## src/hdl/lru_pkg.sv

```systemverilog
// package for the lru page replacement core
// widths, reset values and defaults shared by the interfaces and the core
// no dependencies
package lru_pkg;

   localparam int LRU_FRAMES    = 16;   // default number of page frames
   localparam int LRU_PAGE_W    = 16;   // page number width
   localparam int LRU_FIDX_W    = 4;    // frame index width on the result
   localparam int LRU_CNT_W     = 32;   // hit and fault counter width
   localparam int LRU_CFG_W     = 5;    // frames_in_use register width

   localparam logic [LRU_CFG_W-1:0] LRU_CFG_RESET = LRU_CFG_W'(16);

endpackage

```

## src/hdl/lru_if.sv

```systemverilog
// valid/ready channel interfaces for the lru page replacement core
// depends on lru_pkg
interface lru_req_if;
   import lru_pkg::*;

   logic                  valid;
   logic                  ready;
   logic [LRU_PAGE_W-1:0] page;

   modport source (output valid, output page, input ready);
   modport sink   (input valid, input page, output ready);
endinterface

interface lru_rsp_if;
   import lru_pkg::*;

   logic                  valid;
   logic                  ready;
   logic                  hit;
   logic [LRU_FIDX_W-1:0] frame_index;
   logic                  evicted_valid;
   logic [LRU_PAGE_W-1:0] evicted_page;
   logic [LRU_CNT_W-1:0]  hit_count;
   logic [LRU_CNT_W-1:0]  fault_count;

   modport source (output valid, output hit, output frame_index, output evicted_valid,
                   output evicted_page, output hit_count, output fault_count,
                   input ready);
   modport sink   (input valid, input hit, input frame_index, input evicted_valid,
                   input evicted_page, input hit_count, input fault_count,
                   output ready);
endinterface

```

## src/hdl/lru_ram.sv

```systemverilog
// generic simple dual-port ram, one write port and one registered read port
// no dependencies
module lru_ram #(
   parameter int WIDTH = 16,
   parameter int DEPTH = 16
) (
   input  logic                     clock,
   input  logic                     wr_en,
   input  logic [$clog2(DEPTH)-1:0] wr_addr,
   input  logic [WIDTH-1:0]         wr_data,
   input  logic [$clog2(DEPTH)-1:0] rd_addr,
   output logic [WIDTH-1:0]         rd_data
);

   logic [WIDTH-1:0] mem [DEPTH];
   logic [WIDTH-1:0] rd_data_ff;

   // write and registered read
   always_ff @(posedge clock) begin
      if (wr_en) begin
         mem[wr_addr] <= wr_data;
      end
      rd_data_ff <= mem[rd_addr];
   end

   assign rd_data = rd_data_ff;

endmodule

```

## src/hdl/lru_page_replacement_core.sv

```systemverilog
// lru page replacement core: frame pages and age ranks held in two rams
// depends on lru_pkg, lru_req_if, lru_rsp_if and lru_ram
//
// usage
//   req_if carries one page reference per transaction, rsp_if returns one
//   result per reference: hit or fault, the frame now holding the page, any
//   evicted page and saturating hit and fault counts. csr_wr_en/csr_wr_data
//   write frames_in_use; write it only while the core is idle.
// timing
//   one reference at a time. after acceptance the core walks the page and
//   age rams for the hit check and oldest-frame search, decides, walks
//   them again to rewrite ranks and then loads the result register; it
//   returns to idle before the next acceptance. each walk is paced by the
//   single read port of each ram, visited once per frame per pass.
// reset and stalls
//   reset empties all frames, clears the counters and sets frames_in_use to
//   16; no clearing pass is needed. a finished result waits in the output
//   register while the next reference is accepted and worked on; the core
//   holds before loading a new result while the old one is still stalled.
module lru_page_replacement_core #(
   parameter int FRAMES = lru_pkg::LRU_FRAMES
) (
   input  logic                         clock,
   input  logic                         reset,
   lru_req_if.sink                      req_if,
   lru_rsp_if.source                    rsp_if,
   input  logic                         csr_wr_en,
   input  logic [lru_pkg::LRU_CFG_W-1:0] csr_wr_data
);
   import lru_pkg::*;

   localparam int IW = $clog2(FRAMES);       // frame index and age rank width
   localparam int CW = $clog2(FRAMES + 1);   // occupancy and walk counter width

   typedef enum logic [2:0] {
      S_IDLE,
      S_SCAN,
      S_DECIDE,
      S_UPDATE,
      S_OUT
   } state_type;

   state_type             state_ff, state_in;
   logic [LRU_CFG_W-1:0]  frames_in_use_ff, frames_in_use_in;
   logic [LRU_PAGE_W-1:0] page_ff, page_in;
   logic [CW-1:0]         limit_ff, limit_in;
   logic [CW-1:0]         occ_ff, occ_in;
   logic [CW-1:0]         cnt_ff, cnt_in;
   logic                  rd_vld_ff, rd_vld_in;
   logic [IW-1:0]         idx_d_ff, idx_d_in;
   logic                  hit_found_ff, hit_found_in;
   logic [IW-1:0]         hit_idx_ff, hit_idx_in;
   logic [IW-1:0]         hit_age_ff, hit_age_in;
   logic [IW-1:0]         max_idx_ff, max_idx_in;
   logic [IW-1:0]         max_age_ff, max_age_in;
   logic [LRU_PAGE_W-1:0] max_page_ff, max_page_in;
   logic [IW-1:0]         tgt_ff, tgt_in;
   logic [IW-1:0]         old_ff, old_in;
   logic                  ev_valid_ff, ev_valid_in;
   logic [LRU_PAGE_W-1:0] ev_page_ff, ev_page_in;
   logic [LRU_CNT_W-1:0]  hits_ff, hits_in;
   logic [LRU_CNT_W-1:0]  faults_ff, faults_in;
   logic                  rsp_valid_ff, rsp_valid_in;
   logic                  rsp_hit_ff, rsp_hit_in;
   logic [LRU_FIDX_W-1:0] rsp_fidx_ff, rsp_fidx_in;
   logic                  rsp_ev_valid_ff, rsp_ev_valid_in;
   logic [LRU_PAGE_W-1:0] rsp_ev_page_ff, rsp_ev_page_in;
   logic [LRU_CNT_W-1:0]  rsp_hits_ff, rsp_hits_in;
   logic [LRU_CNT_W-1:0]  rsp_faults_ff, rsp_faults_in;

   logic                  pg_we;
   logic [LRU_PAGE_W-1:0] pg_rd;
   logic                  age_we;
   logic [IW-1:0]         age_wdata;
   logic [IW-1:0]         age_rd;
   logic [CW-1:0]         cfg_limit;
   logic                  req_take;

   // page and age memories, both walked by the same counter
   lru_ram #(.WIDTH(LRU_PAGE_W), .DEPTH(FRAMES)) u_page_ram (
      .clock   (clock),
      .wr_en   (pg_we),
      .wr_addr (tgt_in),
      .wr_data (page_ff),
      .rd_addr (cnt_ff[IW-1:0]),
      .rd_data (pg_rd)
   );

   lru_ram #(.WIDTH(IW), .DEPTH(FRAMES)) u_age_ram (
      .clock   (clock),
      .wr_en   (age_we),
      .wr_addr (idx_d_ff),
      .wr_data (age_wdata),
      .rd_addr (cnt_ff[IW-1:0]),
      .rd_data (age_rd)
   );

   // effective frame limit: zero acts as one, clamp to the frame count
   always_comb begin
      if (frames_in_use_ff == '0) begin
         cfg_limit = CW'(1);
      end else if (32'(frames_in_use_ff) > 32'(FRAMES)) begin
         cfg_limit = CW'(FRAMES);
      end else begin
         cfg_limit = CW'(frames_in_use_ff);
      end
   end

   assign req_if.ready = (state_ff == S_IDLE);
   assign req_take     = req_if.valid && (state_ff == S_IDLE);

   // next state and datapath
   always_comb begin
      state_in         = state_ff;
      frames_in_use_in = csr_wr_en ? csr_wr_data : frames_in_use_ff;
      page_in          = page_ff;
      limit_in         = limit_ff;
      occ_in           = occ_ff;
      cnt_in           = cnt_ff;
      rd_vld_in        = 1'b0;
      idx_d_in         = cnt_ff[IW-1:0];
      hit_found_in     = hit_found_ff;
      hit_idx_in       = hit_idx_ff;
      hit_age_in       = hit_age_ff;
      max_idx_in       = max_idx_ff;
      max_age_in       = max_age_ff;
      max_page_in      = max_page_ff;
      tgt_in           = tgt_ff;
      old_in           = old_ff;
      ev_valid_in      = ev_valid_ff;
      ev_page_in       = ev_page_ff;
      hits_in          = hits_ff;
      faults_in        = faults_ff;
      rsp_valid_in     = rsp_valid_ff && !rsp_if.ready;
      rsp_hit_in       = rsp_hit_ff;
      rsp_fidx_in      = rsp_fidx_ff;
      rsp_ev_valid_in  = rsp_ev_valid_ff;
      rsp_ev_page_in   = rsp_ev_page_ff;
      rsp_hits_in      = rsp_hits_ff;
      rsp_faults_in    = rsp_faults_ff;
      pg_we            = 1'b0;
      age_we           = 1'b0;
      age_wdata        = '0;

      unique case (state_ff)
         // take a reference and start the search walk
         S_IDLE: begin
            if (req_take) begin
               page_in      = req_if.page;
               limit_in     = cfg_limit;
               cnt_in       = '0;
               hit_found_in = 1'b0;
               state_in     = S_SCAN;
            end
         end

         // walk occupied frames: first matching page, oldest frame within the limit
         S_SCAN: begin
            if (rd_vld_ff) begin
               if (!hit_found_ff && pg_rd == page_ff) begin
                  hit_found_in = 1'b1;
                  hit_idx_in   = idx_d_ff;
                  hit_age_in   = age_rd;
               end
               if (CW'(idx_d_ff) < limit_ff && (idx_d_ff == '0 || age_rd > max_age_ff)) begin
                  max_idx_in  = idx_d_ff;
                  max_age_in  = age_rd;
                  max_page_in = pg_rd;
               end
            end
            if (cnt_ff == occ_ff) begin
               state_in = S_DECIDE;
            end else begin
               rd_vld_in = 1'b1;
               cnt_in    = cnt_ff + CW'(1);
            end
         end

         // pick the frame, place the page on a miss, bump the counters
         S_DECIDE: begin
            cnt_in   = '0;
            state_in = S_UPDATE;
            priority if (hit_found_ff) begin
               tgt_in      = hit_idx_ff;
               old_in      = hit_age_ff;
               ev_valid_in = 1'b0;
               ev_page_in  = '0;
               if (hits_ff != '1) begin
                  hits_in = hits_ff + LRU_CNT_W'(1);
               end
            end else if (occ_ff < limit_ff) begin
               tgt_in      = occ_ff[IW-1:0];
               old_in      = occ_ff[IW-1:0];
               occ_in      = occ_ff + CW'(1);
               ev_valid_in = 1'b0;
               ev_page_in  = '0;
               pg_we       = 1'b1;
               if (faults_ff != '1) begin
                  faults_in = faults_ff + LRU_CNT_W'(1);
               end
            end else begin
               tgt_in      = max_idx_ff;
               old_in      = max_age_ff;
               ev_valid_in = 1'b1;
               ev_page_in  = max_page_ff;
               pg_we       = 1'b1;
               if (faults_ff != '1) begin
                  faults_in = faults_ff + LRU_CNT_W'(1);
               end
            end
         end

         // rewrite ranks: younger frames age by one, the used frame becomes newest
         S_UPDATE: begin
            if (rd_vld_ff) begin
               age_we = 1'b1;
               if (idx_d_ff == tgt_ff) begin
                  age_wdata = '0;
               end else if (age_rd < old_ff) begin
                  age_wdata = age_rd + IW'(1);
               end else begin
                  age_wdata = age_rd;
               end
            end
            if (cnt_ff == occ_ff) begin
               state_in = S_OUT;
            end else begin
               rd_vld_in = 1'b1;
               cnt_in    = cnt_ff + CW'(1);
            end
         end

         // load the result register once it is free
         S_OUT: begin
            if (!rsp_valid_ff || rsp_if.ready) begin
               rsp_valid_in    = 1'b1;
               rsp_hit_in      = hit_found_ff;
               rsp_fidx_in     = LRU_FIDX_W'(tgt_ff);
               rsp_ev_valid_in = ev_valid_ff;
               rsp_ev_page_in  = ev_page_ff;
               rsp_hits_in     = hits_ff;
               rsp_faults_in   = faults_ff;
               state_in        = S_IDLE;
            end
         end

         default: begin
            state_in = S_IDLE;
         end
      endcase
   end

   // state and registered outputs
   always_ff @(posedge clock) begin
      if (reset) begin
         state_ff         <= S_IDLE;
         frames_in_use_ff <= LRU_CFG_RESET;
         occ_ff           <= '0;
         rd_vld_ff        <= 1'b0;
         hits_ff          <= '0;
         faults_ff        <= '0;
         rsp_valid_ff     <= 1'b0;
      end else begin
         state_ff         <= state_in;
         frames_in_use_ff <= frames_in_use_in;
         occ_ff           <= occ_in;
         rd_vld_ff        <= rd_vld_in;
         hits_ff          <= hits_in;
         faults_ff        <= faults_in;
         rsp_valid_ff     <= rsp_valid_in;
      end
      page_ff         <= page_in;
      limit_ff        <= limit_in;
      cnt_ff          <= cnt_in;
      idx_d_ff        <= idx_d_in;
      hit_found_ff    <= hit_found_in;
      hit_idx_ff      <= hit_idx_in;
      hit_age_ff      <= hit_age_in;
      max_idx_ff      <= max_idx_in;
      max_age_ff      <= max_age_in;
      max_page_ff     <= max_page_in;
      tgt_ff          <= tgt_in;
      old_ff          <= old_in;
      ev_valid_ff     <= ev_valid_in;
      ev_page_ff      <= ev_page_in;
      rsp_hit_ff      <= rsp_hit_in;
      rsp_fidx_ff     <= rsp_fidx_in;
      rsp_ev_valid_ff <= rsp_ev_valid_in;
      rsp_ev_page_ff  <= rsp_ev_page_in;
      rsp_hits_ff     <= rsp_hits_in;
      rsp_faults_ff   <= rsp_faults_in;
   end

   assign rsp_if.valid         = rsp_valid_ff;
   assign rsp_if.hit           = rsp_hit_ff;
   assign rsp_if.frame_index   = rsp_fidx_ff;
   assign rsp_if.evicted_valid = rsp_ev_valid_ff;
   assign rsp_if.evicted_page  = rsp_ev_page_ff;
   assign rsp_if.hit_count     = rsp_hits_ff;
   assign rsp_if.fault_count   = rsp_faults_ff;

   // occupancy never runs past the frame count
   a_occ_bound: assert property (@(posedge clock) disable iff (reset)
      32'(occ_ff) <= 32'(FRAMES))
      else $error("occupancy beyond frame count");

   // a hit never evicts
   a_hit_no_evict: assert property (@(posedge clock) disable iff (reset)
      rsp_if.valid |-> !(rsp_if.hit && rsp_if.evicted_valid))
      else $error("hit reported with eviction");

   // the victim always lies inside the frame limit
   a_victim_in_limit: assert property (@(posedge clock) disable iff (reset)
      (state_ff == S_DECIDE && !hit_found_ff && occ_ff >= limit_ff)
         |-> (CW'(max_idx_ff) < limit_ff))
      else $error("victim frame outside limit");

   // occupancy only moves in the decide step
   a_occ_decide: assert property (@(posedge clock) disable iff (reset)
      (state_ff != S_DECIDE) |=> $stable(occ_ff))
      else $error("occupancy changed outside decide");

endmodule
```

## src/flat_wrapper.sv

```systemverilog
// flat-port wrapper written by rule: the top's interface ports become plain ports
module lru_page_replacement_core_flat import lru_pkg::*;
#(
   parameter int FRAMES = lru_pkg::LRU_FRAMES
)
  (clock, reset, csr_wr_en, csr_wr_data, req_if_valid, req_if_page, req_if_ready, rsp_if_valid, rsp_if_hit, rsp_if_frame_index, rsp_if_evicted_valid, rsp_if_evicted_page, rsp_if_hit_count, rsp_if_fault_count, rsp_if_ready);
  lru_req_if req_if_i ();
  lru_rsp_if rsp_if_i ();
  input  logic clock;
  input  logic reset;
  input  logic csr_wr_en;
  input  logic [lru_pkg::LRU_CFG_W-1:0] csr_wr_data;
  input wire logic [$bits(req_if_i.valid)-1:0] req_if_valid;
  input wire logic [$bits(req_if_i.page)-1:0] req_if_page;
  output wire logic [$bits(req_if_i.ready)-1:0] req_if_ready;
  output wire logic [$bits(rsp_if_i.valid)-1:0] rsp_if_valid;
  output wire logic [$bits(rsp_if_i.hit)-1:0] rsp_if_hit;
  output wire logic [$bits(rsp_if_i.frame_index)-1:0] rsp_if_frame_index;
  output wire logic [$bits(rsp_if_i.evicted_valid)-1:0] rsp_if_evicted_valid;
  output wire logic [$bits(rsp_if_i.evicted_page)-1:0] rsp_if_evicted_page;
  output wire logic [$bits(rsp_if_i.hit_count)-1:0] rsp_if_hit_count;
  output wire logic [$bits(rsp_if_i.fault_count)-1:0] rsp_if_fault_count;
  input wire logic [$bits(rsp_if_i.ready)-1:0] rsp_if_ready;
  assign req_if_i.valid = req_if_valid;
  assign req_if_i.page = req_if_page;
  assign req_if_ready = req_if_i.ready;
  assign rsp_if_valid = rsp_if_i.valid;
  assign rsp_if_hit = rsp_if_i.hit;
  assign rsp_if_frame_index = rsp_if_i.frame_index;
  assign rsp_if_evicted_valid = rsp_if_i.evicted_valid;
  assign rsp_if_evicted_page = rsp_if_i.evicted_page;
  assign rsp_if_hit_count = rsp_if_i.hit_count;
  assign rsp_if_fault_count = rsp_if_i.fault_count;
  assign rsp_if_i.ready = rsp_if_ready;
  lru_page_replacement_core #(.FRAMES(FRAMES)) u_core (.clock(clock), .reset(reset), .req_if(req_if_i), .rsp_if(rsp_if_i), .csr_wr_en(csr_wr_en), .csr_wr_data(csr_wr_data));
endmodule
```

## config.mk

```make
export PLATFORM = sky130hd
export DESIGN_NAME = lru_page_replacement_core_flat
export DESIGN_NICKNAME = d
export VERILOG_FILES = /design/src/hdl/lru_pkg.sv /design/src/hdl/lru_if.sv /design/src/hdl/lru_ram.sv /design/src/hdl/lru_page_replacement_core.sv /design/src/flat_wrapper.sv
export SDC_FILE = /design/constraint.sdc
export NUM_CORES = 1
export LEC_CHECK = 0
export BUFFER_PORTS_ARGS = -buffer_cell sky130_fd_sc_hd__buf_2
export CORE_ASPECT_RATIO = 0.6
export CORE_UTILIZATION = 35
export DETAILED_ROUTE_END_ITERATION = 8
export SLEW_MARGIN = 20
export SYNTH_ARGS = -nofsm -noshare
export SYNTH_HDL_FRONTEND = slang
export SYNTH_SLANG_ARGS = --single-unit
```

## constraint.sdc

```tcl
create_clock -name clock -period 6.3 [get_ports clock]
set_clock_uncertainty 0.2 [all_clocks]
set_input_delay 1.26 -clock clock [delete_from_list [all_inputs] [get_ports clock]]
set_output_delay 1.26 -clock clock [all_outputs]
set_load 0.02 [all_outputs]
```

==> results.md <==
* Dpl hpwl at 33.4 mm
* Worst Hold Class: flop to flop
* Vias in the first global route at between 10,000 and 15,000
* CP top delay family: simple AND/OR/NAND/NOR gates
* Critical path cell sequence: or3b_2, inv_1, nand3b_1, o21ai_0, a221oi_2, or3_4, nor2b_2
* Cell Count, Final, Fillers Out at 2,346
* Comb power frac at 0.122
* Largest net degree at the start of global routing at 86
* Drt first pass iters at 5
* Reg clk slew, reported paths at 0.07 ns
* Mapped cell area at 22,600 um^2
* Clk Latency, worst-skew pair at 0.58 ns
* Worst Path Buf+Inv at 1
* CP max stage delay at 0.76 ns
* Post-Route WL at 50.7 mm
* # nets final at 1,511
* Post-synth EDFFs at 486
* CTS tree: done
* Yosys cell types at 54
* CP Class: flop to flop
* Worst setup EP type: flop
* PnR worst setup slack at 2.38 ns
* GRT Overall Usage at 0.152
* Reg power frac at 0.515
* Post-Route Utilization at 0.412
* Final hold viol count at 0
* Worst slew pin tran at 1.04 ns
* Global-route wire length before repair at between 70 and 80 mm
* Clock Tree Root: clkbuf_16
* CP max FO at 27
* Area contributors post-synth: edfxtp_1 64%, mux4_2 9.9%, dfxtp_1 9.5%
* Synthesis-to-finish area growth at 15.3%
* Highest-delay cell along the critical path: inv_1
* Synth warn at 0
* # DRC at 0
* Dpl ws at 2.42 ns
* FFs w/ async S/R, synth at 0
* Leading area contributor after synthesis: edfxtp_1
* CTS Buf Count at 53
* Layout cells sized above 1 at 0.232
* H-tree Lvls at 2
* Data arrival time of the critical path at approximately 3.9 ns
* Top-area cell type share of the netlist area at 0.644
* CTS Buffer Depth at 3
* Initial Utilization at 0.358
* Hold_buf cts at 0
* Pwr dens at approximately 340 nW/um^2
* Die area at 65,800 um^2
* Fill cells at 5,608
* Commonest non-fill, non-tap cell in the layout: edfxtp_1
* Die Width at 330 um
* WL/cell at 21.6 um
* Chip Height at approximately 200 um
* Worst rel slew slack at 0.306
* Design area at 26,100 um^2
* Max Cap Violations at 0
* Final setup vio count at 0
* Placer Congestion at 0.853
* Core ar. at 63,300 um^2
* Post-CTS Resized at 0
* Total number of vias at 12,000
* Unrepaired setup endpoints after global routing: no
* Ant diodes at 0
* Setup bufs post-CTS at 0
* Most frequent cells in the layout: 486 x edfxtp_1, 115 x nor2_1, 113 x buf_2
* Final min period at 3.92 ns
* Post-synthesis sequential area ratio at 0.739
* Max rail drop VDD at 0.196 mV
* Switching Share at 0.247
* Overall Power at 8.90 mW
* Net switching power at 2.20 mW
* Syn nets at 1,360
* I/O Buffers at 113
* Avg Vias per Cell at 5.10
* Row count at 71
* Grt ovf at 0
* Cell count after synthesis at about 1,300
* Leak pwr at 8.39 nW
* Outcome: complete, no violations
* Int Pwr at 6.70 mW
* Post-synth top flop: edfxtp_1
* Initial antenna violation count at 4
* Initial DRC count at 1,157
* Setup TNS at 0 ns
* Clock Sinks at ~600
* DP Area at 24,300 um^2
* Period utilisation layout at 0.622
* Required @ worst endpoint at 6.29 ns
* Placed Cells at 2,248
* Post-synthesis register bit count at 593
* Final Hold Slack at 0.221 ns
* Top Ports at 114
* Avg Cell Area, Syn at approximately 17 um^2
* Max Freq at between 200 and 300 MHz
* Crit start category: flop
* Clock share of power at 0.363
* Antenna viol nets, final at 0
* Final Slew Violations at 0
[registers in the layout, indices dropped and copies added, names as in the netlist, 5 cells and up]
signal and cells:
u_core.u_page_ram.rd_data 16, u_core.occ_ff 5, u_core.page_ff 16, u_core.frames_in_use_ff 5, u_core.rsp_if.fault_count 32, u_core.max_page_ff 16
u_core.faults_ff 32, u_core.rsp_if.evicted_page 16, u_core.rsp_if.hit_count 32, u_core.u_page_ram.mem 256, u_core.u_age_ram.mem 64, u_core.hits_ff 32
u_core.ev_page_ff 16, u_core.limit_ff 5, u_core.cnt_ff 5
[worst register-to-register path: cells and delay by family (launching register included)]
family	cells	cell delay (ns)
AOI/OAI and AO/OA	2	0.26
buffers and inverters	1	0.76
DFF	1	0.49
and+or+nand+nor	4	1.82
[final timing paths]
check | slack (ns) | cells past startpoint | endpoint | from
setup / recovery | 2.38 | 7 | u_core.u_page_ram.mem[2][6] | u_core.state_ff[1]
hold / removal | 0.22 | 0 | u_core.rsp_if.evicted_page[4] | u_core.ev_page_ff[4]
setup reg to reg | 2.38 | 7 | u_core.u_page_ram.mem[2][6] | u_core.state_ff[1]
hold reg to reg | 0.22 | 0 | u_core.rsp_if.evicted_page[4] | u_core.ev_page_ff[4]
[per-layer routing]
| metal | track usage | part of all wire |
|---|---|---|
| met3 | 0.0494 | 0.10 |
| met5 | 0 | 0 |
| met4 | 0.0266 | 0.012 |
| met2 | 0.199 | 0.40 |
| met1 | 0.243 | 0.49 |
[Yosys cell counts, types with 5 or more instances]
cell type and count:
clkbuf_1 36, nor2_1 118, nor4_1 15, nand3_1 39, buf_1 7, nand2b_1 7
nand2_1 38, edfxtp_1 486, buf_2 6, a21oi_1 23, mux4_2 100, nand4_1 32
o21ai_0 18, xor2_1 41, nor3_1 30, xnor2_1 48, and3_1 11, ha_1 21
nand3b_1 5, and2_1 23, a21o_1 6, or3_1 10, inv_1 29, dfxtp_1 107
mux2i_1 6
[power groups by stage]
| stage | clock network (mW) | logic, mW | registers (mW) |
|---|---|---|---|
| 6_report | 3.24 | 1.08 | 4.59 |
| 5_1_grt | 3.46 | 1.16 | 4.59 |
| 4_1_cts | 3.31 | 1.08 | 4.58 |
| 3_5_place_dp | 0 | 1.08 | 4.66 |
| 3_3_place_gp | 0 | 1.07 | 4.66 |
| 2_1_floorplan | 0 | 0.724 | 4.58 |
[final cells by class]
class                           instances  area, um^2  share of cell area
Inverter                               29         109             0.00417
Timing Repair Buffer                  148         841              0.0322
Clock inverter                         28         226             0.00868
Tap cell                              839        1050              0.0402
Sequential cell                       593       16700               0.641
Multi-Input combinational cell        639        5620               0.215
Clock buffer                           70        1520              0.0584
[logic make-up (layout without fill, tap and decap cells)]
family,after synthesis,in the layout,share of synthesized area
adder cells (fa/ha/maj),21,21,0.0116
flip-flops,593,593,0.739
multiplexers,106,106,0.102
XOR/XNOR,89,89,0.0344
AO/OA/AOI/OAI,68,68,0.0186
buffers and inverters,81,275,0.0148
AND/OR/NAND/NOR,355,355,0.0796
(Power assumes the default switching activity.)
